$ cat src/hdl/rpn_stack_calculator_assert.svh
// Assertion macros for the stack calculator.
// Define NO_ASSERTIONS to compile them out.
`ifndef RPN_STACK_CALCULATOR_ASSERT_SVH
`define RPN_STACK_CALCULATOR_ASSERT_SVH

`ifndef NO_ASSERTIONS

`define RPNC_ASSERT_IMP(lbl, ante, cons, msg) \
  lbl: assert property (@(posedge clk_i) disable iff (!rst_ni) (ante) |-> (cons)) \
    else $error(msg);

`define RPNC_ASSERT_NEXT(lbl, ante, cons, msg) \
  lbl: assert property (@(posedge clk_i) disable iff (!rst_ni) (ante) |=> (cons)) \
    else $error(msg);

`else

`define RPNC_ASSERT_IMP(lbl, ante, cons, msg)

`define RPNC_ASSERT_NEXT(lbl, ante, cons, msg)

`endif

`endif

$ cat src/hdl/rpnc_pkg.sv
`timescale 1ns / 1ps

package rpnc_pkg;

  localparam int unsigned RPNC_STACK_DEPTH = 16;
  localparam int unsigned DATA_W   = 32;
  localparam int unsigned FUNC_W   = 3;
  localparam int unsigned STATUS_W = 2;
  localparam int unsigned DEPTH_W  = 5;
  localparam int unsigned DIV_CW   = $clog2(DATA_W);

  typedef enum logic [FUNC_W-1:0] {
    FUNC_PUSH,
    FUNC_DROP,
    FUNC_ADD,
    FUNC_SUB,
    FUNC_MUL,
    FUNC_DIV,
    FUNC_MIN,
    FUNC_NONE
  } func_e;

  typedef enum logic [STATUS_W-1:0] {
    ST_OK,
    ST_FEW,
    ST_DIVZ,
    ST_FULL
  } status_e;

  typedef enum logic [3:0] {
    S_IDLE,
    S_DECODE,
    S_DROP_RD,
    S_OP_RD,
    S_DIV,
    S_DIV_FIX,
    S_WB,
    S_MIN_RD,
    S_MIN_CMP,
    S_MIN_WR,
    S_RESP
  } ctrl_state_e;

  typedef enum logic [1:0] {
    RD_NONE,
    RD_SECOND,
    RD_SCAN
  } rd_sel_e;

  typedef enum logic [1:0] {
    WR_NONE,
    WR_PUSH,
    WR_BACK,
    WR_MIN
  } wr_sel_e;

  typedef enum logic [1:0] {
    TOP_HOLD,
    TOP_OPND,
    TOP_RDATA,
    TOP_ACC
  } top_sel_e;

  typedef enum logic [2:0] {
    ACC_HOLD,
    ACC_ARITH,
    ACC_TOP,
    ACC_MIN,
    ACC_DIV_FIX
  } acc_sel_e;

  // Controller to datapath
  typedef struct packed {
    logic     latch_in;
    rd_sel_e  rd_sel;
    wr_sel_e  wr_sel;
    logic     cnt_inc;
    logic     cnt_dec;
    top_sel_e top_sel;
    acc_sel_e acc_sel;
    logic     div_start;
    logic     div_step;
    logic     scan_clr;
    logic     scan_inc;
    logic     status_set;
    status_e  status;
    logic     out_load;
  } cmd_t;

  // Datapath to controller
  typedef struct packed {
    func_e func;
    logic  cnt_zero;
    logic  cnt_one;
    logic  cnt_lt2;
    logic  cnt_full;
    logic  top_zero;
    logic  div_last;
    logic  scan_last;
  } stat_t;

endpackage

$ cat src/hdl/rpnc_if.sv
`timescale 1ns / 1ps

interface rpnc_cmd_if;
  import rpnc_pkg::*;

  logic                     valid;
  logic                     ready;
  logic [FUNC_W-1:0]        func;
  logic signed [DATA_W-1:0] operand;

  modport source (output valid, output func, output operand, input ready);
  modport sink   (input valid, input func, input operand, output ready);
endinterface

interface rpnc_rsp_if;
  import rpnc_pkg::*;

  logic                     valid;
  logic                     ready;
  logic [STATUS_W-1:0]      status;
  logic signed [DATA_W-1:0] top_value;
  logic [DEPTH_W-1:0]       depth;

  modport source (output valid, output status, output top_value, output depth, input ready);
  modport sink   (input valid, input status, input top_value, input depth, output ready);
endinterface

$ cat src/hdl/rpnc_ctrl.sv
`timescale 1ns / 1ps

module rpnc_ctrl (
  input  logic            clk_i,
  input  logic            rst_ni,
  input  logic            in_valid_i,
  output logic            in_ready_o,
  output logic            out_valid_o,
  input  logic            out_ready_i,
  input  rpnc_pkg::stat_t stat_i,
  output rpnc_pkg::cmd_t  cmd_o
);
  import rpnc_pkg::*;

  ctrl_state_e state_q, state_d;
  logic        out_valid_q, out_valid_d;

  always_ff @(posedge clk_i or negedge rst_ni) begin
    if (!rst_ni) begin
      state_q     <= S_IDLE;
      out_valid_q <= 1'b0;
    end else begin
      state_q     <= state_d;
      out_valid_q <= out_valid_d;
    end
  end

  always_comb begin
    state_d    = state_q;
    cmd_o      = '0;
    in_ready_o = 1'b0;

    case (state_q)
      S_IDLE: begin
        in_ready_o = 1'b1;
        if (in_valid_i) begin
          cmd_o.latch_in = 1'b1;
          state_d        = S_DECODE;
        end
      end

      S_DECODE: begin
        cmd_o.status_set = 1'b1;
        cmd_o.status     = ST_OK;
        state_d          = S_RESP;
        case (stat_i.func)
          FUNC_PUSH: begin
            if (stat_i.cnt_full) begin
              cmd_o.status = ST_FULL;
            end else begin
              cmd_o.wr_sel  = WR_PUSH;
              cmd_o.top_sel = TOP_OPND;
              cmd_o.cnt_inc = 1'b1;
            end
          end
          FUNC_DROP: begin
            if (stat_i.cnt_zero) begin
              cmd_o.status = ST_FEW;
            end else if (stat_i.cnt_one) begin
              cmd_o.cnt_dec = 1'b1;
            end else begin
              // fetch the new top from the entry below the current one
              cmd_o.rd_sel  = RD_SECOND;
              cmd_o.cnt_dec = 1'b1;
              state_d       = S_DROP_RD;
            end
          end
          FUNC_ADD, FUNC_SUB, FUNC_MUL, FUNC_DIV: begin
            if (stat_i.cnt_lt2) begin
              cmd_o.status = ST_FEW;
            end else if (stat_i.func == FUNC_DIV && stat_i.top_zero) begin
              cmd_o.status = ST_DIVZ;
            end else begin
              cmd_o.rd_sel = RD_SECOND;
              state_d      = S_OP_RD;
            end
          end
          FUNC_MIN: begin
            if (stat_i.cnt_lt2) begin
              cmd_o.status = ST_FEW;
            end else if (stat_i.cnt_full) begin
              cmd_o.status = ST_FULL;
            end else begin
              cmd_o.acc_sel  = ACC_TOP;
              cmd_o.scan_clr = 1'b1;
              state_d        = S_MIN_RD;
            end
          end
          default: ;
        endcase
      end

      S_DROP_RD: begin
        cmd_o.top_sel = TOP_RDATA;
        state_d       = S_RESP;
      end

      S_OP_RD: begin
        if (stat_i.func == FUNC_DIV) begin
          cmd_o.div_start = 1'b1;
          state_d         = S_DIV;
        end else begin
          cmd_o.acc_sel = ACC_ARITH;
          state_d       = S_WB;
        end
      end

      S_DIV: begin
        cmd_o.div_step = 1'b1;
        if (stat_i.div_last) begin
          state_d = S_DIV_FIX;
        end
      end

      S_DIV_FIX: begin
        cmd_o.acc_sel = ACC_DIV_FIX;
        state_d       = S_WB;
      end

      S_WB: begin
        cmd_o.wr_sel  = WR_BACK;
        cmd_o.top_sel = TOP_ACC;
        cmd_o.cnt_dec = 1'b1;
        state_d       = S_RESP;
      end

      S_MIN_RD: begin
        cmd_o.rd_sel = RD_SCAN;
        state_d      = S_MIN_CMP;
      end

      S_MIN_CMP: begin
        cmd_o.acc_sel = ACC_MIN;
        if (stat_i.scan_last) begin
          state_d = S_MIN_WR;
        end else begin
          cmd_o.scan_inc = 1'b1;
          state_d        = S_MIN_RD;
        end
      end

      S_MIN_WR: begin
        cmd_o.wr_sel  = WR_MIN;
        cmd_o.top_sel = TOP_ACC;
        cmd_o.cnt_inc = 1'b1;
        state_d       = S_RESP;
      end

      S_RESP: begin
        if (!out_valid_q || out_ready_i) begin
          cmd_o.out_load = 1'b1;
          state_d        = S_IDLE;
        end
      end

      default: state_d = S_IDLE;
    endcase
  end

  always_comb begin
    out_valid_d = out_valid_q;
    if (cmd_o.out_load) begin
      out_valid_d = 1'b1;
    end else if (out_ready_i) begin
      out_valid_d = 1'b0;
    end
  end

  assign out_valid_o = out_valid_q;

endmodule

$ cat src/hdl/rpnc_dp.sv
`timescale 1ns / 1ps

module rpnc_dp #(
  parameter int unsigned STACK_DEPTH = rpnc_pkg::RPNC_STACK_DEPTH
) (
  input  logic                               clk_i,
  input  logic                               rst_ni,
  input  rpnc_pkg::cmd_t                     cmd_i,
  output rpnc_pkg::stat_t                    stat_o,
  input  logic [rpnc_pkg::FUNC_W-1:0]        func_i,
  input  logic signed [rpnc_pkg::DATA_W-1:0] operand_i,
  output logic [rpnc_pkg::STATUS_W-1:0]      status_o,
  output logic signed [rpnc_pkg::DATA_W-1:0] top_value_o,
  output logic [rpnc_pkg::DEPTH_W-1:0]       depth_o
);
  import rpnc_pkg::*;

  localparam int unsigned AW = $clog2(STACK_DEPTH);
  localparam int unsigned CW = $clog2(STACK_DEPTH + 1);

  logic [DATA_W-1:0] mem [STACK_DEPTH];
  logic [DATA_W-1:0] rdata_q;

  func_e             func_q;
  logic [DATA_W-1:0] opnd_q;
  logic [CW-1:0]     cnt_q;
  logic [DATA_W-1:0] top_q;
  logic [DATA_W-1:0] acc_q;
  status_e           status_q;

  logic [DATA_W-1:0] quo_q;
  logic [DATA_W-1:0] rem_q;
  logic [DATA_W-1:0] dvs_q;
  logic              neg_q;
  logic [DIV_CW-1:0] div_cnt_q;
  logic [AW-1:0]     scan_q;

  logic [STATUS_W-1:0] out_status_q;
  logic [DATA_W-1:0]   out_top_q;
  logic [DEPTH_W-1:0]  out_depth_q;

  logic [CW-1:0]     cnt_m2;
  logic [AW-1:0]     rd_addr, wr_addr;
  logic              wr_en;
  logic [DATA_W-1:0] wr_data;
  logic [DATA_W-1:0] arith;
  logic [DATA_W-1:0] a_abs, b_abs;
  logic [DATA_W:0]   rem_sh, diff;

  assign cnt_m2 = cnt_q - CW'(2);

  // Memory ports
  always_comb begin
    rd_addr = cnt_m2[AW-1:0];
    if (cmd_i.rd_sel == RD_SCAN) begin
      rd_addr = scan_q;
    end
    wr_en   = 1'b1;
    wr_addr = cnt_q[AW-1:0];
    wr_data = acc_q;
    case (cmd_i.wr_sel)
      WR_PUSH: wr_data = opnd_q;
      WR_BACK: wr_addr = cnt_m2[AW-1:0];
      WR_MIN:  ;
      default: wr_en = 1'b0;
    endcase
  end

  always_ff @(posedge clk_i) begin
    if (wr_en) begin
      mem[wr_addr] <= wr_data;
    end
    if (cmd_i.rd_sel != RD_NONE) begin
      rdata_q <= mem[rd_addr];
    end
  end

  // Second entry in rdata_q, top entry in top_q
  always_comb begin
    case (func_q)
      FUNC_SUB: arith = rdata_q - top_q;
      FUNC_MUL: arith = rdata_q * top_q;
      default:  arith = rdata_q + top_q;
    endcase
  end

  assign a_abs  = rdata_q[DATA_W-1] ? (~rdata_q + DATA_W'(1)) : rdata_q;
  assign b_abs  = top_q[DATA_W-1] ? (~top_q + DATA_W'(1)) : top_q;
  assign rem_sh = {rem_q, quo_q[DATA_W-1]};
  assign diff   = rem_sh - {1'b0, dvs_q};

  always_ff @(posedge clk_i) begin
    if (cmd_i.latch_in) begin
      func_q <= func_e'(func_i);
      opnd_q <= operand_i;
    end
    if (cmd_i.status_set) begin
      status_q <= cmd_i.status;
    end
    case (cmd_i.top_sel)
      TOP_OPND:  top_q <= opnd_q;
      TOP_RDATA: top_q <= rdata_q;
      TOP_ACC:   top_q <= acc_q;
      default:   ;
    endcase
    case (cmd_i.acc_sel)
      ACC_ARITH:   acc_q <= arith;
      ACC_TOP:     acc_q <= top_q;
      ACC_MIN: begin
        if ($signed(rdata_q) < $signed(acc_q)) begin
          acc_q <= rdata_q;
        end
      end
      ACC_DIV_FIX: acc_q <= neg_q ? (~quo_q + DATA_W'(1)) : quo_q;
      default:     ;
    endcase
    // restoring division on magnitudes, one quotient bit per cycle
    if (cmd_i.div_start) begin
      quo_q <= a_abs;
      dvs_q <= b_abs;
      rem_q <= '0;
      neg_q <= rdata_q[DATA_W-1] ^ top_q[DATA_W-1];
    end else if (cmd_i.div_step) begin
      if (!diff[DATA_W]) begin
        rem_q <= diff[DATA_W-1:0];
        quo_q <= {quo_q[DATA_W-2:0], 1'b1};
      end else begin
        rem_q <= rem_sh[DATA_W-1:0];
        quo_q <= {quo_q[DATA_W-2:0], 1'b0};
      end
    end
    if (cmd_i.out_load) begin
      out_status_q <= status_q;
      out_top_q    <= (cnt_q == '0) ? '0 : top_q;
      out_depth_q  <= DEPTH_W'(cnt_q);
    end
  end

  always_ff @(posedge clk_i or negedge rst_ni) begin
    if (!rst_ni) begin
      cnt_q     <= '0;
      div_cnt_q <= '0;
      scan_q    <= '0;
    end else begin
      if (cmd_i.cnt_inc) begin
        cnt_q <= cnt_q + CW'(1);
      end else if (cmd_i.cnt_dec) begin
        cnt_q <= cnt_q - CW'(1);
      end
      if (cmd_i.div_start) begin
        div_cnt_q <= '0;
      end else if (cmd_i.div_step) begin
        div_cnt_q <= div_cnt_q + DIV_CW'(1);
      end
      if (cmd_i.scan_clr) begin
        scan_q <= '0;
      end else if (cmd_i.scan_inc) begin
        scan_q <= scan_q + AW'(1);
      end
    end
  end

  always_comb begin
    stat_o.func      = func_q;
    stat_o.cnt_zero  = (cnt_q == '0);
    stat_o.cnt_one   = (cnt_q == CW'(1));
    stat_o.cnt_lt2   = (cnt_q < CW'(2));
    stat_o.cnt_full  = (cnt_q == CW'(STACK_DEPTH));
    stat_o.top_zero  = (top_q == '0);
    stat_o.div_last  = (div_cnt_q == DIV_CW'(DATA_W - 1));
    stat_o.scan_last = (CW'(scan_q) == cnt_m2);
  end

  assign status_o    = out_status_q;
  assign top_value_o = out_top_q;
  assign depth_o     = out_depth_q;

endmodule

$ cat src/hdl/rpn_stack_calculator.sv
`timescale 1ns / 1ps
`include "rpn_stack_calculator_assert.svh"

// Reverse-Polish integer stack calculator. Each command transaction on cmd_i
// (push, drop, add, sub, mul, div, push-minimum) yields exactly one response
// transaction on rsp_o with a status, the new top entry (zero when empty) and
// the new depth. Commands are handled one at a time. Divide takes one quotient
// bit per cycle in the restoring divider, and push-minimum scans the entries
// below the top through the single read port of the stack memory. The next
// command can be accepted once the response is registered, even while it
// waits to be taken. Stack entries live in a one-read, one-write memory; the
// top entry is cached in a register. Reset clears only the control state and
// the counters; the stack memory is not cleared.
module rpn_stack_calculator #(
  parameter int unsigned STACK_DEPTH = rpnc_pkg::RPNC_STACK_DEPTH
) (
  input  logic       clk_i,
  input  logic       rst_ni,
  rpnc_cmd_if.sink   cmd_i,
  rpnc_rsp_if.source rsp_o
);
  import rpnc_pkg::*;

  cmd_t  cmd;
  stat_t stat;

  // Sequencer: one command in flight, holds the response until taken
  rpnc_ctrl u_ctrl (
    .clk_i       (clk_i),
    .rst_ni      (rst_ni),
    .in_valid_i  (cmd_i.valid),
    .in_ready_o  (cmd_i.ready),
    .out_valid_o (rsp_o.valid),
    .out_ready_i (rsp_o.ready),
    .stat_i      (stat),
    .cmd_o       (cmd)
  );

  // Stack memory, count, top cache, ALU, divider and response register
  rpnc_dp #(
    .STACK_DEPTH (STACK_DEPTH)
  ) u_dp (
    .clk_i       (clk_i),
    .rst_ni      (rst_ni),
    .cmd_i       (cmd),
    .stat_o      (stat),
    .func_i      (cmd_i.func),
    .operand_i   (cmd_i.operand),
    .status_o    (rsp_o.status),
    .top_value_o (rsp_o.top_value),
    .depth_o     (rsp_o.depth)
  );

  // A new command is never taken right after one was accepted
  `RPNC_ASSERT_NEXT(a_one_cmd_in_flight, cmd_i.valid && cmd_i.ready, !cmd_i.ready, "second command taken while busy")

  // Writes above the top only happen when there is room
  `RPNC_ASSERT_IMP(a_no_write_when_full, cmd.wr_sel == WR_PUSH || cmd.wr_sel == WR_MIN, !stat.cnt_full, "stack written past its depth")

  // The divider never starts with a zero divisor
  `RPNC_ASSERT_IMP(a_div_nonzero, cmd.div_start, !stat.top_zero, "division started with zero divisor")

  // Only one count update per cycle
  `RPNC_ASSERT_IMP(a_count_one_way, cmd.cnt_inc, !cmd.cnt_dec, "count raised and lowered together")

endmodule

$ cat src/flat_wrapper.sv
// flat-port wrapper written by rule: the top's interface ports become plain ports
module rpn_stack_calculator_flat import rpnc_pkg::*;
#(
  parameter int unsigned STACK_DEPTH = rpnc_pkg::RPNC_STACK_DEPTH
)
  (clk_i, rst_ni, cmd_i_valid, cmd_i_func, cmd_i_operand, cmd_i_ready, rsp_o_valid, rsp_o_status, rsp_o_top_value, rsp_o_depth, rsp_o_ready);
  rpnc_cmd_if cmd_i_i ();
  rpnc_rsp_if rsp_o_i ();
  input  logic clk_i;
  input  logic rst_ni;
  input wire logic [$bits(cmd_i_i.valid)-1:0] cmd_i_valid;
  input wire logic [$bits(cmd_i_i.func)-1:0] cmd_i_func;
  input wire logic [$bits(cmd_i_i.operand)-1:0] cmd_i_operand;
  output wire logic [$bits(cmd_i_i.ready)-1:0] cmd_i_ready;
  output wire logic [$bits(rsp_o_i.valid)-1:0] rsp_o_valid;
  output wire logic [$bits(rsp_o_i.status)-1:0] rsp_o_status;
  output wire logic [$bits(rsp_o_i.top_value)-1:0] rsp_o_top_value;
  output wire logic [$bits(rsp_o_i.depth)-1:0] rsp_o_depth;
  input wire logic [$bits(rsp_o_i.ready)-1:0] rsp_o_ready;
  assign cmd_i_i.valid = cmd_i_valid;
  assign cmd_i_i.func = cmd_i_func;
  assign cmd_i_i.operand = cmd_i_operand;
  assign cmd_i_ready = cmd_i_i.ready;
  assign rsp_o_valid = rsp_o_i.valid;
  assign rsp_o_status = rsp_o_i.status;
  assign rsp_o_top_value = rsp_o_i.top_value;
  assign rsp_o_depth = rsp_o_i.depth;
  assign rsp_o_i.ready = rsp_o_ready;
  rpn_stack_calculator #(.STACK_DEPTH(STACK_DEPTH)) u_core (.clk_i(clk_i), .rst_ni(rst_ni), .cmd_i(cmd_i_i), .rsp_o(rsp_o_i));
endmodule
$ cat config.mk
export PLATFORM = sky130hd
export DESIGN_NAME = rpn_stack_calculator_flat
export DESIGN_NICKNAME = d
export VERILOG_FILES = /design/src/hdl/rpnc_pkg.sv /design/src/hdl/rpnc_if.sv /design/src/hdl/rpnc_ctrl.sv /design/src/hdl/rpnc_dp.sv /design/src/hdl/rpn_stack_calculator.sv /design/src/flat_wrapper.sv
export VERILOG_INCLUDE_DIRS = /design/src /design/src/hdl
export SDC_FILE = /design/constraint.sdc
export NUM_CORES = 2
export LEC_CHECK = 0
export ABC_CLOCK_PERIOD_IN_PS = 9400
export BUFFER_PORTS_ARGS = -buffer_cell sky130_fd_sc_hd__buf_4
export CELL_PAD_IN_SITES_DETAIL_PLACEMENT = 1
export CELL_PAD_IN_SITES_GLOBAL_PLACEMENT = 1
export CORE_ASPECT_RATIO = 1.25
export CORE_UTILIZATION = 45
export DETAILED_ROUTE_END_ITERATION = 16
export GPL_TIMING_DRIVEN = 0
export HOLD_SLACK_MARGIN = 0.06
export PLACE_DENSITY = 0.8
export SLEW_MARGIN = 25
export SYNTH_ARGS = -nofsm -noshare
export SYNTH_HDL_FRONTEND = slang
export SYNTH_HIERARCHICAL = 1
export SYNTH_SLANG_ARGS = --single-unit
$ cat constraint.sdc
create_clock -name clk_i -period 9.4 [get_ports clk_i]
set_clock_uncertainty 0.1 [all_clocks]
set_input_delay 1.41 -clock clk_i [delete_from_list [all_inputs] [get_ports clk_i]]
set_output_delay 1.41 -clock clk_i [all_outputs]
set_load 0.02 [all_outputs]
======== Yosys cells after proc, flatten, opt, wreduce, memory -nomap -nowiden ========
Memory sizes are Yosys's and may differ from the RTL's. A register that Yosys moved wholly into a read port is not among the register bits.
Index checks and enable logic that the tools add are counted.
operators by class
  $add $sub $neg .......................... 11
  bitwise logic cells ..................... 4
  mux-type cells .......................... 80
  equality and inequality tests ........... 35
  reduce and logical (&&, ||, !) cells .... 20
  multipliers ............................. 1
  magnitude comparators ................... 2
operator list
  operator                 count
  $mux W32                 7
  $pmux W32 S4             1
  $add A32 B1 Y32 const B  3
  $not A32 Y32             3
  $pmux W32 S3             1
  $pmux W32 S2             1
  $mux W4                  14
  $pmux W4 S9              1
  $sub A33 B32 Y33         1
  $add A32 B32 Y32         1
  $logic_not A32 Y1        1
  $lt A32 B32 Y1           1
  $mul A32 B32 Y32         1
  $sub A32 B32 Y32         1
  $mux W31                 1
  $mux W1                  29
  $mux W2                  10
  $mux W5                  4
  $eq A4 B3 Y1 const B     4
  $eq A3 B2 Y1 const B     4
  $eq A3 B3 Y1 const B     4
  $eq A4 B4 Y1 const B     3
  $pmux W2 S3              2
  $pmux W3 S4              1
  35 further kinds         54
word-level totals
  output and inout bits ................... 41
  logic and storage cells ................. 172
  bits of input ports ..................... 39
  register bits after elaboration ......... 256
  memories ................................ 1
  RAM bits ................................ 512
memory list
  memory           depth  width  rd ports  clocked after Yosys merged registers in  write ports  RTL line       RTL
  u_core.u_dp.mem  16     32     1         1                                        1            rpnc_dp.sv:21  logic [DATA_W-1:0] mem [STACK_DEPTH];

======== Longest topological paths before layout ========
  depth after elaboration ................. 9
  gate-level depth with buffers ........... 27
  mapped depth without buffers ............ 25

======== Modules after synthesis ========
Netlist, hierarchy kept.
by module, submodules not included
  module     area an instance (um2)  cells an instance  instances  seq. area each (um2)
  rpnc_dp    54637.4                 5036               1          23482.5
  rpnc_ctrl  686.9                   98                 1          125.1

======== Worst setup path before layout ========
No wires, ideal clock.
  path type ............................... register to register
  start ................................... register u_core.u_dp.top_q[6]
  end ..................................... register u_core.u_dp.acc_q[31], data pin
  buffers on the path ..................... 2
  period minus slack after synthesis ...... 7.373 ns
  path slack .............................. 2.027 ns
  required time ........................... 9.021 ns
  setup time .............................. 0.279 ns
  arrival time ............................ 6.995 ns
  stages on the path, launching flop included .. 26
  path through ............................ edfxtp_1 > clkbuf_1 > clkbuf_1 > and2_1 > fa_1 > fa_1 > fa_1 > inv_1 > fa_1 > inv_1 > fa_1 > inv_1 > fa_1 > inv_1 > fa_1 > fa_1 > ha_1 > o21a_1 > o21a_1 > o21a_1 > o211ai_1 > a22o_1 > o31ai_1 > a31o_2 > a2111oi_0 > o311ai_1
on the way
  cells in the longest elaborated chain, start to end .. 3
  elaborated cells on any way between the ends .. 5
  classes of those cells .................. add/sub (2); mul (1); mux (2)
ends and longest elaborated chain
  element                                         RTL line        RTL
  from (decl)                                     rpnc_dp.sv:27   logic [DATA_W-1:0] top_q;
  from (signal assigned)                          rpnc_dp.sv:101  TOP_OPND: top_q <= opnd_q;
  from (signal assigned)                          rpnc_dp.sv:102  TOP_RDATA: top_q <= rdata_q;
  from (signal assigned)                          rpnc_dp.sv:103  TOP_ACC: top_q <= acc_q;
  $mul A32 B32 Y32, or another cell as far along  rpnc_dp.sv:82   FUNC_MUL: arith = rdata_q * top_q;
  $pmux W32 S2 *                                  rpnc_dp.sv:80   case (func_q)
  $pmux W32 S4 *                                  rpnc_dp.sv:106  case (cmd_i.acc_sel)
  to (signal assigned)                            rpnc_dp.sv:107  ACC_ARITH: acc_q <= arith;
  to (signal assigned)                            rpnc_dp.sv:108  ACC_TOP: acc_q <= top_q;
  to (signal assigned)                            rpnc_dp.sv:111  acc_q <= rdata_q;
  to (decl)                                       rpnc_dp.sv:28   logic [DATA_W-1:0] acc_q;
Mark *: on every way between the ends. The rest lies on a longest branch, timed or not.
A chain may end at the register's enable or synchronous reset.

======== Worst setup path in the final report ========
  start ................................... register u_core.u_dp.rdata_q[11] (read register of u_core.u_dp.mem)
  end ..................................... register u_core.u_dp.acc_q[29], data pin
on the way
  cells in the longest elaborated chain, start to end .. 3
  elaborated cells on any way between the ends .. 5
  classes of those cells .................. add/sub (2); mul (1); mux (2)
ends and longest elaborated chain
  element                                         RTL line        RTL
  from (decl)                                     rpnc_dp.sv:22   logic [DATA_W-1:0] rdata_q;
  $mul A32 B32 Y32, or another cell as far along  rpnc_dp.sv:82
  $pmux W32 S2 *                                  rpnc_dp.sv:80
  $pmux W32 S4 *                                  rpnc_dp.sv:106
Marked as above.

==> metrics.txt <==
GP Congestion 1.01; Post-synth EDFFs 749; Synth top cells by count edfxtp_1 (749), nand2_1 (618), inv_1 (473); synthesized instance count 5,134; Crit Path Class flip-flop to flip-flop; Detailed Place HPWL 159,000 um; Initial Utilization 45.5%; Detail Route Antenna Nets 0; CTS clock-pin slew for the worst setup and hold paths 0.06 ns; TNS Setup 0 ns; layout cells sized above 1 6.86%; die area 124,000 um2; Seq/Total Area, Yosys 42.7%; gr usage total 33.4%; CTS sink count 800; multi-input logic area 28,700 um2; Yosys cell types 93; Main synth FF type edfxtp_1; TritonCTS buffer count 84; RSZ-0062 raised after global routing no; Cell Area, Synth 55,300 um2; Slew Limit Fails 0; grt ovf 0; Hold Crit Start u_core/u_dp/status_q[0]; Synth area leaders edfxtp_1 (41%), fa_1 (15%), ha_1 (5.2%); max cap viols 0; Boundary Pins 80; First DRT Iteration DRCs 3,988; Vias/cell 6.12; DR WL/cell 29.6 um; chip width 316 um; Crit Reg-Reg Startpoint u_core/u_dp/rdata_q[11]; CTS tree yes; cell with the most instances after synthesis edfxtp_1; failing checks DRC; core area 122,000 um2; first-pass GRT wire length 303,000 um; Synth top area share 40.7%; crit path launch u_core/u_dp/rdata_q[11]; Post-Route WL 207,000 um; Mapped Nets 5,814; post-synthesis async set-or-reset flop share 2.38%; number of global-route vias before repair 46.6k; root buffer cell clkbuf_16; drt drc 10; largest net degree at the start of global routing 40; die height 394 um; PortBufs 79; Final period util 98.9%; crit path time final 9.29 ns; yosys warns 6; clock buffer depth 3; Worst slew margin 20.9%; Hold WC Path Type flip-flop to flip-flop; Hold Violations, Final 0; Crit path arrival time 9.62 ns; Max Clock Freq 0.108 GHz; Critical Path End Type flip-flop; initial antenna violation count 13; outcome finished, violations left; Mapped Avg Cell Area 10.8 um2; WP data required 9.72 ns; Via Count 42.8k; # H-tree levels 3; final setup vio count 0; CP max FO 10; Clock Latency Late Sink 0.69 ns; Yosys reg bits 800; layout overhead on the synthesized area 11.2%; nets@finish 6,011; Site Rows 143; Worst-Margin Slew 1.19 ns; Register Area 23,600 um2; CP startpoint kind flip-flop; Filler cells 13.2k; area leader, netlist edfxtp_1; hold_ws 0.319 ns; drt pass-1 iters 14
[worst max-delay path, cell delays in order (launching register included)]
cell	delay, ns
edfxtp_1	0.45
clkbuf_1	0.69
clkbuf_1	0.79
and2_1	0.28
fa_1	0.43
fa_1	0.49
fa_1	0.51
inv_1	0.06
fa_1	0.48
inv_1	0.06
fa_1	0.46
ha_1	0.31
fa_1	0.52
fa_1	0.50
ha_1	0.41
nand3_1	0.09
nor2_1	0.16
inv_1	0.06
o31a_1	0.39
a22o_1	0.28
o31ai_2	0.64
a31o_2	0.31
xnor2_1	0.09
a221oi_1	0.49
[layout make-up]
type | count | share of cell area [%]
Antenna cell | 10 | 0.0407
Buffer | 343 | 2.29
Clock buffer | 108 | 3.65
Clock inverter | 40 | 0.718
Inverter | 473 | 2.89
Multi-Input combinational cell | 3518 | 46.7
Sequential cell | 800 | 38.4
Tap cell | 1595 | 3.25
Timing Repair Buffer | 111 | 2.05
[flip-flops by register name (all words and copies together), names as in the netlist, 2 cells and up]
register,cells
u_core/u_dp/mem,512
u_core/u_dp/acc_q,32
u_core/u_dp/dvs_q,32
u_core/u_dp/opnd_q,32
u_core/u_dp/quo_q,32
u_core/u_dp/rdata_q,32
u_core/u_dp/rem_q,32
u_core/u_dp/top_q,32
u_core/u_dp/top_value_o,32
u_core/u_dp/cnt_q,5
u_core/u_dp/depth_o,5
u_core/u_dp/div_cnt_q,5
u_core/u_ctrl/state_q,4
u_core/u_dp/scan_q,4
u_core/u_dp/func_q,3
u_core/u_dp/status_o,2
u_core/u_dp/status_q,2
[metrics by stage]
step                      utilization, %  worst slack (ns)  cell area [um2]  instances
after floorplan                        -              2.03            55300       5134
after global placement              47.6            -0.177            57900       6808
after detailed placement            48.3            -0.239            58700       6840
after CTS                           50.5           0.00559            61400       6988
after global routing                50.5           0.00853            61500       6990
final                               50.5             0.105            61500       6998
[repair_timing]
action                     4_1_cts  5_1_grt
setup endpoints to repair        5        7
cloned                           0        0
resized for setup                5       29
hold buffers                     0        0
buffers inserted                 0        0
[layer usage]
| layer | GRT usage (%) | vias up | wire length, um |
|---|---|---|---|
| met3 | 5.69 | 856 | 14400 |
| met5 | 0 | - | 51 |
| met2 | 57.1 | 2091 | 102000 |
| met1 | 36.5 | 21795 | 71200 |
| li1 | - | 18091 | - |
| met4 | 26.3 | 8 | 19200 |
[final timing paths]
kind                       depth (start not counted)                  endpoint  slack [ns]
max                                               23     u_core/u_dp/acc_q[29]        0.11
min                                                0   u_core/u_dp/status_o[0]        0.32
max reg2reg                                       23     u_core/u_dp/acc_q[29]        0.11
max in group asynchronous                          1  u_core/u_dp/div_cnt_q[0]        8.46
min reg2reg                                        0   u_core/u_dp/status_o[0]        0.32
min in group asynchronous                          1     u_core/u_dp/scan_q[3]        0.50
[cells in the final DEF, fill, tap and decap left out, types with 22 or more instances in the layout]
cell       instances
clkbuf_16         85
mux2i_1           69
clkbuf_2          23
nor2b_1           48
and2_1           429
inv_1            473
nor2_1           200
or3_1             22
edfxtp_1         749
mux2_2            37
dfxtp_1           32
clkbuf_1         299
xor2_1           124
a21o_1            45
o22ai_1           36
nand3_1           23
buf_4             85
o21ai_0          103
nand2_1          618
a311oi_1          71
fa_1             410
nand2b_1          35
o31ai_1           33
a21oi_1          260
a31oi_1           72
ha_1             231
nor3_1            36
xnor2_1          136
a211oi_1         198
[kinds of logic (layout without fill, tap and decap cells)]
logic type	count (synthesis)	after routing	share of synthesized area [%]
XOR/XNOR	263	263	4.22
AND/OR/NAND/NOR	1551	1551	14.0
AO/OA/AOI/OAI	957	957	11.4
flip-flops	800	800	42.7
buffers and inverters	816	1075	5.66
other	0	10	0
adder cells (fa/ha/maj)	641	641	20.1
multiplexers	106	106	2.00
Power is left out: the tool's default activity adds up to more than one toggle a clock period on the data nets, which glitch-free logic cannot reach.
